==> src/sv/erod_pkg.sv <==
package erod_pkg;

	localparam int SAMPLE_W = 16;
	localparam int COEF_W   = 16;
	localparam int COUNT_W  = 24;
	localparam int STATE_W  = 32;
	localparam int RES_W    = STATE_W + 1;
	localparam int MUL_A_W  = STATE_W + 3;
	localparam int MUL_B_W  = COEF_W + 2;
	localparam int PROD_W   = MUL_A_W + MUL_B_W;

	localparam int REG_COUNT = 5;
	localparam int REG_IDX_W = 3;

	localparam logic [COEF_W-1:0]  ALPHA_LP_RST    = COEF_W'(655);
	localparam logic [COEF_W-1:0]  ALPHA_ABS_RST   = COEF_W'(655);
	localparam logic [COEF_W-1:0]  THRESH_MULT_RST = COEF_W'(1024);
	localparam logic [COUNT_W-1:0] SETTLE_LP_RST   = COUNT_W'(((512*2*3)/2) * 6);
	localparam logic [COUNT_W-1:0] SETTLE_ABS_RST  = COUNT_W'((((512*2*3)/2) * 6) + 500);

	localparam logic [REG_IDX_W-1:0] REG_ALPHA_LP    = REG_IDX_W'(0);
	localparam logic [REG_IDX_W-1:0] REG_ALPHA_ABS   = REG_IDX_W'(1);
	localparam logic [REG_IDX_W-1:0] REG_THRESH_MULT = REG_IDX_W'(2);
	localparam logic [REG_IDX_W-1:0] REG_SETTLE_LP   = REG_IDX_W'(3);
	localparam logic [REG_IDX_W-1:0] REG_SETTLE_ABS  = REG_IDX_W'(REG_COUNT - 1);

	typedef enum logic [2:0] {
		ST_IDLE,
		ST_MUL_LP,
		ST_UPD_LP,
		ST_MUL_MAV,
		ST_UPD_MAV,
		ST_MUL_THR,
		ST_CMP,
		ST_DONE
	} erod_state_t;

	typedef struct packed {
		logic [COEF_W-1:0]  alpha_lp;
		logic [COEF_W-1:0]  alpha_abs;
		logic [COEF_W-1:0]  thresh_mult;
		logic [COUNT_W-1:0] settle_lp;
		logic [COUNT_W-1:0] settle_abs;
		logic               load_lp;
		logic               load_abs;
	} erod_cfg_t;

endpackage

==> src/sv/erod_mul.sv <==
module erod_mul
	import erod_pkg::*;
(
	input  logic                       clk,
	input  logic                       en,
	input  logic signed [MUL_A_W-1:0]  a,
	input  logic signed [MUL_B_W-1:0]  b,
	output logic signed [PROD_W-1:0]   prod_q
);

	always_ff @(posedge clk) begin
		if (en) begin
			prod_q <= a * b;
		end
	end

endmodule

==> src/sv/erod_core.sv <==
module erod_core
	import erod_pkg::*;
(
	input  logic                clk,
	input  logic                arst_n,
	input  erod_cfg_t           cfg,
	input  logic                in_valid,
	output logic                in_ready,
	input  logic [SAMPLE_W-1:0] sample,
	output logic                res_valid,
	input  logic                res_ready,
	output logic                detect,
	output logic                settled
);

	erod_state_t state_q, state_d;

	logic [SAMPLE_W-1:0] samp_q;
	logic [STATE_W-1:0]  lp_q;
	logic [STATE_W-1:0]  mav_q;
	logic [RES_W-1:0]    res_q;
	logic                first_q;
	logic [COUNT_W-1:0]  lp_left_q;
	logic [COUNT_W-1:0]  abs_left_q;
	logic                det_q;
	logic                set_q;

	logic                      in_fire;
	logic                      mul_en;
	logic signed [MUL_A_W-1:0] mul_a;
	logic signed [MUL_B_W-1:0] mul_b;
	logic signed [PROD_W-1:0]  prod_q;
	logic [STATE_W-1:0]        sq;
	logic [RES_W-1:0]          diff;
	logic [RES_W-1:0]          ares;
	logic [RES_W:0]            mav_diff;
	logic [STATE_W-1:0]        step;
	logic                      over;

	assign in_fire = in_valid && in_ready;
	assign sq      = {samp_q, {(STATE_W-SAMPLE_W){1'b0}}};
	// residual against the current low-pass state; also the lp filter error term
	assign diff     = {sq[STATE_W-1], sq} - {lp_q[STATE_W-1], lp_q};
	assign ares     = diff[RES_W-1] ? (~diff + RES_W'(1)) : diff;
	assign mav_diff = {1'b0, ares} - {2'b00, mav_q};
	assign step     = prod_q[STATE_W+15:16];
	// rising residual, res * 2^8 against mav * thresh (both Q.24)
	assign over = !res_q[RES_W-1] && (res_q != '0) &&
		({8'h00, res_q[STATE_W-1:0], 8'h00} > prod_q[STATE_W+15:0]);

	erod_mul u_mul (
		.clk    (clk),
		.en     (mul_en),
		.a      (mul_a),
		.b      (mul_b),
		.prod_q (prod_q)
	);

	always_ff @(posedge clk or negedge arst_n) begin
		if (!arst_n) begin
			state_q <= ST_IDLE;
		end else begin
			state_q <= state_d;
		end
	end

	always_comb begin
		state_d   = state_q;
		in_ready  = 1'b0;
		res_valid = 1'b0;
		mul_en    = 1'b0;
		mul_a     = '0;
		mul_b     = '0;
		case (state_q)
			ST_IDLE: begin
				in_ready = 1'b1;
				if (in_valid) begin
					state_d = ST_MUL_LP;
				end
			end
			ST_MUL_LP: begin
				mul_en  = 1'b1;
				mul_a   = MUL_A_W'($signed(diff));
				mul_b   = {2'b00, cfg.alpha_lp};
				state_d = ST_UPD_LP;
			end
			ST_UPD_LP: begin
				state_d = (lp_left_q != '0) ? ST_DONE : ST_MUL_MAV;
			end
			ST_MUL_MAV: begin
				mul_en  = 1'b1;
				mul_a   = MUL_A_W'($signed(mav_diff));
				mul_b   = {2'b00, cfg.alpha_abs};
				state_d = ST_UPD_MAV;
			end
			ST_UPD_MAV: begin
				state_d = (abs_left_q != '0) ? ST_DONE : ST_MUL_THR;
			end
			ST_MUL_THR: begin
				mul_en  = 1'b1;
				mul_a   = {3'b000, mav_q};
				mul_b   = {2'b00, cfg.thresh_mult};
				state_d = ST_CMP;
			end
			ST_CMP: begin
				state_d = ST_DONE;
			end
			ST_DONE: begin
				res_valid = 1'b1;
				if (res_ready) begin
					state_d = ST_IDLE;
				end
			end
			default: begin
				state_d = ST_IDLE;
			end
		endcase
	end

	always_ff @(posedge clk or negedge arst_n) begin
		if (!arst_n) begin
			first_q    <= 1'b1;
			lp_left_q  <= SETTLE_LP_RST;
			abs_left_q <= SETTLE_ABS_RST;
		end else begin
			if (in_fire) begin
				first_q <= 1'b0;
			end
			if (cfg.load_lp) begin
				lp_left_q <= cfg.settle_lp;
			end else if (state_q == ST_UPD_LP && lp_left_q != '0) begin
				lp_left_q <= lp_left_q - COUNT_W'(1);
			end
			if (cfg.load_abs) begin
				abs_left_q <= cfg.settle_abs;
			end else if (state_q == ST_UPD_MAV && abs_left_q != '0) begin
				abs_left_q <= abs_left_q - COUNT_W'(1);
			end
		end
	end

	always_ff @(posedge clk or negedge arst_n) begin
		if (!arst_n) begin
			lp_q  <= '0;
			mav_q <= '0;
		end else begin
			if (in_fire && first_q) begin
				lp_q <= {sample, {(STATE_W-SAMPLE_W){1'b0}}};
			end else if (state_q == ST_UPD_LP) begin
				lp_q <= lp_q + step;
			end
			if (state_q == ST_UPD_MAV) begin
				mav_q <= mav_q + step;
			end
		end
	end

	always_ff @(posedge clk) begin
		if (in_fire) begin
			samp_q <= sample;
		end
		if (state_q == ST_MUL_MAV) begin
			res_q <= diff;
		end
		case (state_q)
			ST_UPD_LP: begin
				det_q <= 1'b0;
				set_q <= 1'b0;
			end
			ST_UPD_MAV: begin
				det_q <= 1'b0;
				set_q <= 1'b0;
			end
			ST_CMP: begin
				det_q <= over;
				set_q <= 1'b1;
			end
			default: begin
			end
		endcase
	end

	assign detect  = det_q;
	assign settled = set_q;

	a_first_clears: assert property (@(posedge clk) disable iff (!arst_n)
		in_fire |=> !first_q)
		else $error("first-sample flag still set after a sample");

	a_settled_counts: assert property (@(posedge clk) disable iff (!arst_n)
		(state_q == ST_DONE && set_q) |-> (lp_left_q == '0 && abs_left_q == '0))
		else $error("settled result while a settle count is nonzero");

	a_detect_settled: assert property (@(posedge clk) disable iff (!arst_n)
		(state_q == ST_DONE && det_q) |-> set_q)
		else $error("detect without settled");

	a_upd_after_mul: assert property (@(posedge clk) disable iff (!arst_n)
		(state_q == ST_UPD_LP) |-> $past(state_q) == ST_MUL_LP)
		else $error("low-pass update without its product");

endmodule

==> src/sv/ema_residual_onset_detector.sv <==
// Per sample: low-pass multiply and update; once the low-pass has settled, mav multiply
// and update; once the mav has settled, threshold multiply and compare; then the result
// word, which may stall on the output. One sample is taken at a time; one shared 35x18
// multiplier serves the low-pass, mav and threshold products in turn.
// Reset (arst_n low): filter states clear, settle counters and registers load
// their defaults, first sample reloads the low-pass state.
module ema_residual_onset_detector
	import erod_pkg::*;
(
	input  logic                 clk,
	input  logic                 arst_n,
	input  logic                 s_axis_tvalid,
	output logic                 s_axis_tready,
	input  logic [15:0]          s_axis_tdata,   // [15:0] sample
	output logic                 m_axis_tvalid,
	input  logic                 m_axis_tready,
	output logic [7:0]           m_axis_tdata,   // [0] detect, [7:1] zero
	output logic                 m_axis_tuser,   // [0] settled
	input  logic                 cfg_valid,
	output logic                 cfg_ready,
	input  logic [REG_IDX_W-1:0] cfg_index,
	input  logic [COUNT_W-1:0]   cfg_data
);

	erod_cfg_t cfg;

	logic [COEF_W-1:0]  alpha_lp_q;
	logic [COEF_W-1:0]  alpha_abs_q;
	logic [COEF_W-1:0]  thresh_mult_q;
	logic               cfg_fire;

	logic res_valid;
	logic res_ready;
	logic res_detect;
	logic res_settled;
	logic out_valid_q;
	logic detect_q;
	logic settled_q;

	assign cfg_ready = 1'b1;
	assign cfg_fire  = cfg_valid && cfg_ready;

	// settle words go straight into the core counters
	always_ff @(posedge clk or negedge arst_n) begin
		if (!arst_n) begin
			alpha_lp_q    <= ALPHA_LP_RST;
			alpha_abs_q   <= ALPHA_ABS_RST;
			thresh_mult_q <= THRESH_MULT_RST;
		end else if (cfg_fire) begin
			case (cfg_index)
				REG_ALPHA_LP:    alpha_lp_q    <= cfg_data[COEF_W-1:0];
				REG_ALPHA_ABS:   alpha_abs_q   <= cfg_data[COEF_W-1:0];
				REG_THRESH_MULT: thresh_mult_q <= cfg_data[COEF_W-1:0];
				default: begin
				end
			endcase
		end
	end

	always_comb begin
		cfg.alpha_lp    = alpha_lp_q;
		cfg.alpha_abs   = alpha_abs_q;
		cfg.thresh_mult = thresh_mult_q;
		cfg.settle_lp   = cfg_data;
		cfg.settle_abs  = cfg_data;
		cfg.load_lp     = cfg_fire && (cfg_index == REG_SETTLE_LP);
		cfg.load_abs    = cfg_fire && (cfg_index == REG_SETTLE_ABS);
	end

	erod_core u_core (
		.clk       (clk),
		.arst_n    (arst_n),
		.cfg       (cfg),
		.in_valid  (s_axis_tvalid),
		.in_ready  (s_axis_tready),
		.sample    (s_axis_tdata),
		.res_valid (res_valid),
		.res_ready (res_ready),
		.detect    (res_detect),
		.settled   (res_settled)
	);

	// output word register; core may finish while the previous word drains
	assign res_ready = !out_valid_q || m_axis_tready;

	always_ff @(posedge clk or negedge arst_n) begin
		if (!arst_n) begin
			out_valid_q <= 1'b0;
		end else if (res_ready) begin
			out_valid_q <= res_valid;
		end
	end

	always_ff @(posedge clk) begin
		if (res_valid && res_ready) begin
			detect_q  <= res_detect;
			settled_q <= res_settled;
		end
	end

	assign m_axis_tvalid = out_valid_q;
	assign m_axis_tdata  = {7'b0000000, detect_q};
	assign m_axis_tuser  = settled_q;

endmodule

==> config.mk <==
export PLATFORM = sky130hd
export DESIGN_NAME = ema_residual_onset_detector
export DESIGN_NICKNAME = d
export VERILOG_FILES = /design/src/sv/erod_pkg.sv /design/src/sv/erod_mul.sv /design/src/sv/erod_core.sv /design/src/sv/ema_residual_onset_detector.sv
export SDC_FILE = /design/constraint.sdc
export NUM_CORES = 2
export LEC_CHECK = 0
export ABC_AREA = 1
export ABC_CLOCK_PERIOD_IN_PS = 22400
export BUFFER_PORTS_ARGS = -buffer_cell sky130_fd_sc_hd__buf_2
export CORE_ASPECT_RATIO = 0.5
export CORE_MARGIN = 2
export CORE_UTILIZATION = 38
export CTS_CLUSTER_SIZE = 10
export DETAILED_ROUTE_END_ITERATION = 7
export GPL_ROUTABILITY_DRIVEN = 0
export PLACE_DENSITY = 0.55
export SYNTH_ARGS = -nofsm -noshare
export SYNTH_HDL_FRONTEND = slang
export SYNTH_SLANG_ARGS = --single-unit
==> constraint.sdc <==
create_clock -name clk -period 22.4 [get_ports clk]
set_input_delay 1.12 -clock clk [delete_from_list [all_inputs] [get_ports clk]]
set_output_delay 1.12 -clock clk [all_outputs]
set_load 0.03 [all_outputs]
==> results.md <==
- Global-route wire length before repair: ~180000 um
- Critical-path top delay cell: nand2_1
- Worst hold path class: reg2reg
- Reg2reg start: u_core.lp_q[0]
- Crit. End Element: flip-flop
- CTS Buf Count: 30
- Nets@finish: 5644
- CTS Sinks: between 200 and 300
- Final core occ: roughly 41%
- Synth-to-layout area growth: 7.04%
- Clock Latency Late Sink: approximately 0.64 ns
- Largest net degree at the start of global routing: 75
- RSZ-0062 raised after global routing: false
- Rows: a little over 80
- Delay of the slowest cell on the worst path: ~0.63 ns
- Ys async rst share: just over 60%
- Max FO, Critical Path: 25
- Synth warn: 0
- Tcrit/Tclk final: between 50% and 60%
- Post-synth EDFFs: a little over 100
- Synthesized instance count: 4833
- CTS-repair resized insts: 0
- Status: completed
- Final hold vios: 0
- Synth Cell Area: approximately 37000 um^2
- Tot GR Track Use: 23.3%
- Synth Register Bits: ~270
- Core Area: between 90000 and 100000 um^2
- Setup TNS: 0 ns
- Slew Limit Fails: 0
- Clk buf depth: 3
- WP data required: 22.80 ns
- DRC: 0
- Final Setup Violations: 0
- Die W: ~450 um
- Worst setup SP type: flip-flop
- Hold path endpoint: detect_q
- Post-DRT Antenna Nets: 0
- Via count: 31892
- Largest cells by area after synthesis: fa_1, nand2_1, inv_1
- Die area: ~100000 um^2
- Hold path cells: 0
- Initial cell density of the core: about two fifths
- Max_cap viols: 0
- R2r endpoint: u_core.u_mul.prod_q[47]
- Yosys top cell area share: 26.7%
- CTS Root Cell: clkbuf_16
- Post-synthesis cell type count: 57
- Syn avg cell area: 7.75 um^2
- Die Span Y: about 230 um
- DRT Wirelength: 116000 um
- Worst endpoint data arrival time: 12.10 ns
- Minimum clock period: around 12 ns
- Worst-case reg-to-reg path depth: 50
- Clk slew on worst S/H paths: 0.07 ns
- Hold_sp: u_core.detect
- DR vias/cell: approximately 5
- Post-CTS setup buffers: 0
- Sequential area share after synthesis: a little under 20%
- Hold slack final: ~0.43 ns
- Max-slew headroom: roughly 24%
- Flop-to-flop setup slack: about 11 ns
- Cell taking the most area after synthesis: fa_1
- Vias in the first global route: between 30000 and 40000
- Share of cells above drive strength 1: 4.63%
- Worst Clk Skew: around 0.058 ns
- Initial antenna violation count: 7
- Setup CP Type: reg2reg
- WL/cell: about 19 um
- Port bufs: 51
- Gr ovfl total: 0
- Total I/O pin count: 60
- Starting DRC count in detailed routing: between 2000 and 2500
- Most common cell in the synthesized netlist: nand2_1
- Slew @ Worst Pin: ~1.1 ns
- Synth top cells by count: nand2_1, inv_1, fa_1
- H-tree depth: 1
- Pre-antenna DRT Iters: 6
- Cell repeated most along the worst path: nand2_1
- Hold-fix buffers, CTS: 0
- Ys flop type: dfrtp_1
- Highest clock rate: approximately 0.085 GHz
- Detailed Place HPWL: 92900 um
- CTS tree: yes
- Antenna Cells: 0
[logic make-up (layout without fill, tap and decap cells)]
| logic type | count (synthesis) | after routing | share of synthesized area, % |
|---|---|---|---|
| other cells | 2 | 8 | 0.0201 |
| simple gates | 1779 | 1779 | 19.5 |
| compound gates | 673 | 673 | 10.2 |
| xor+xnor | 147 | 147 | 3.46 |
| buf+inv | 1207 | 1229 | 12.2 |
| fa+ha+maj | 759 | 759 | 35.4 |
| flops | 266 | 266 | 19.2 |
[worst max path at each step]
stage	from	end	slack, ns	cells after the start
2_1_floorplan	u_core.lp_q[0]	u_core.u_mul.prod_q[47]	13.13	51
3_3_place_gp	u_core.lp_q[0]	u_core.u_mul.prod_q[47]	11.01	52
3_5_place_dp	u_core.lp_q[0]	u_core.u_mul.prod_q[47]	10.81	50
4_1_cts	u_core.lp_q[0]	u_core.u_mul.prod_q[47]	10.77	50
5_1_grt	u_core.lp_q[0]	u_core.u_mul.prod_q[47]	9.80	50
6_report	u_core.lp_q[0]	u_core.u_mul.prod_q[47]	10.70	50
[critical path, delay by kind of cell, from the launching register on]
| kind | cells | cell delay (ns) |
|---|---|---|
| adder cells (fa/ha/maj) | 9 | 4.09 |
| AND/OR/NAND/NOR | 19 | 3.06 |
| AO/OA/AOI/OAI | 11 | 2.59 |
| buffers and inverters | 10 | 1.01 |
| flip-flops | 1 | 0.46 |
| XOR/XNOR | 1 | 0.18 |
[routing by layer]
metal | global-route usage (%) | routed length (um)
met5 | 0 | 27
met2 | 35.2 | 49300
met4 | 5.63 | 3020
met1 | 33.1 | 53400
met3 | 6.23 | 10700
[cell type report]
| cell class | count | area (um^2) |
|---|---|---|
| flip-flops and latches | 266 | 7190 |
| clock inverters | 2 | 35.0 |
| fillers | 10176 | 57600 |
| inverters | 1082 | 4060 |
| well taps | 1328 | 1660 |
| repair buffers | 91 | 562 |
| multi-input cells | 3366 | 25700 |
| clock buffers | 54 | 841 |
[cell usage in the layout, fill, tap and decap left out, drive strengths merged, types with 3 or more instances in the layout]
cell and n:
clkbuf 54, a21o 10, buf 91, or4 4, nor3 34, or2 14
dfrtp 141, edfxtp 101, o21ai 228, nand4 33, ha 259, clkinv 11
o31ai 5, nor2 429, xor2 92, a22oi 10, conb 8, fa 500
nand3 125, o22ai 35, xnor2 55, o311ai 3, o211ai 36, a31oi 15
nand3b 9, a211oi 4, o21bai 6, o21a 13, dfstp 24, o221ai 27
a221oi 3, a21oi 270, nand2 1100, nor4 23, and2 6, a21boi 5
inv 1073
[per-stage QoR]
step                std cells  setup slack (ns)  instance area (um^2)
global route             6189              9.80                 40100
finish                   6189             10.70                 40100
CTS                      6189             10.77                 40100
floorplan                4839             13.13                 37500
global placement         6133             11.01                 39200
detailed placement       6133             10.81                 39200
[sequential cells by signal, indices dropped and copies added, names as in the netlist, 3 cells and up]
register,cells
thresh_mult_q,16
u_core.abs_left_q,24
alpha_lp_q,16
u_core.mav_q,32
u_core.lp_left_q,24
u_core.samp_q,16
u_core.u_mul.prod_q,48
alpha_abs_q,16
u_core.res_q,33
u_core.state_q,3
u_core.lp_q,32
Power is left out: the tool's default activity adds up to more than one toggle a clock period on the data nets, which glitch-free logic cannot reach.
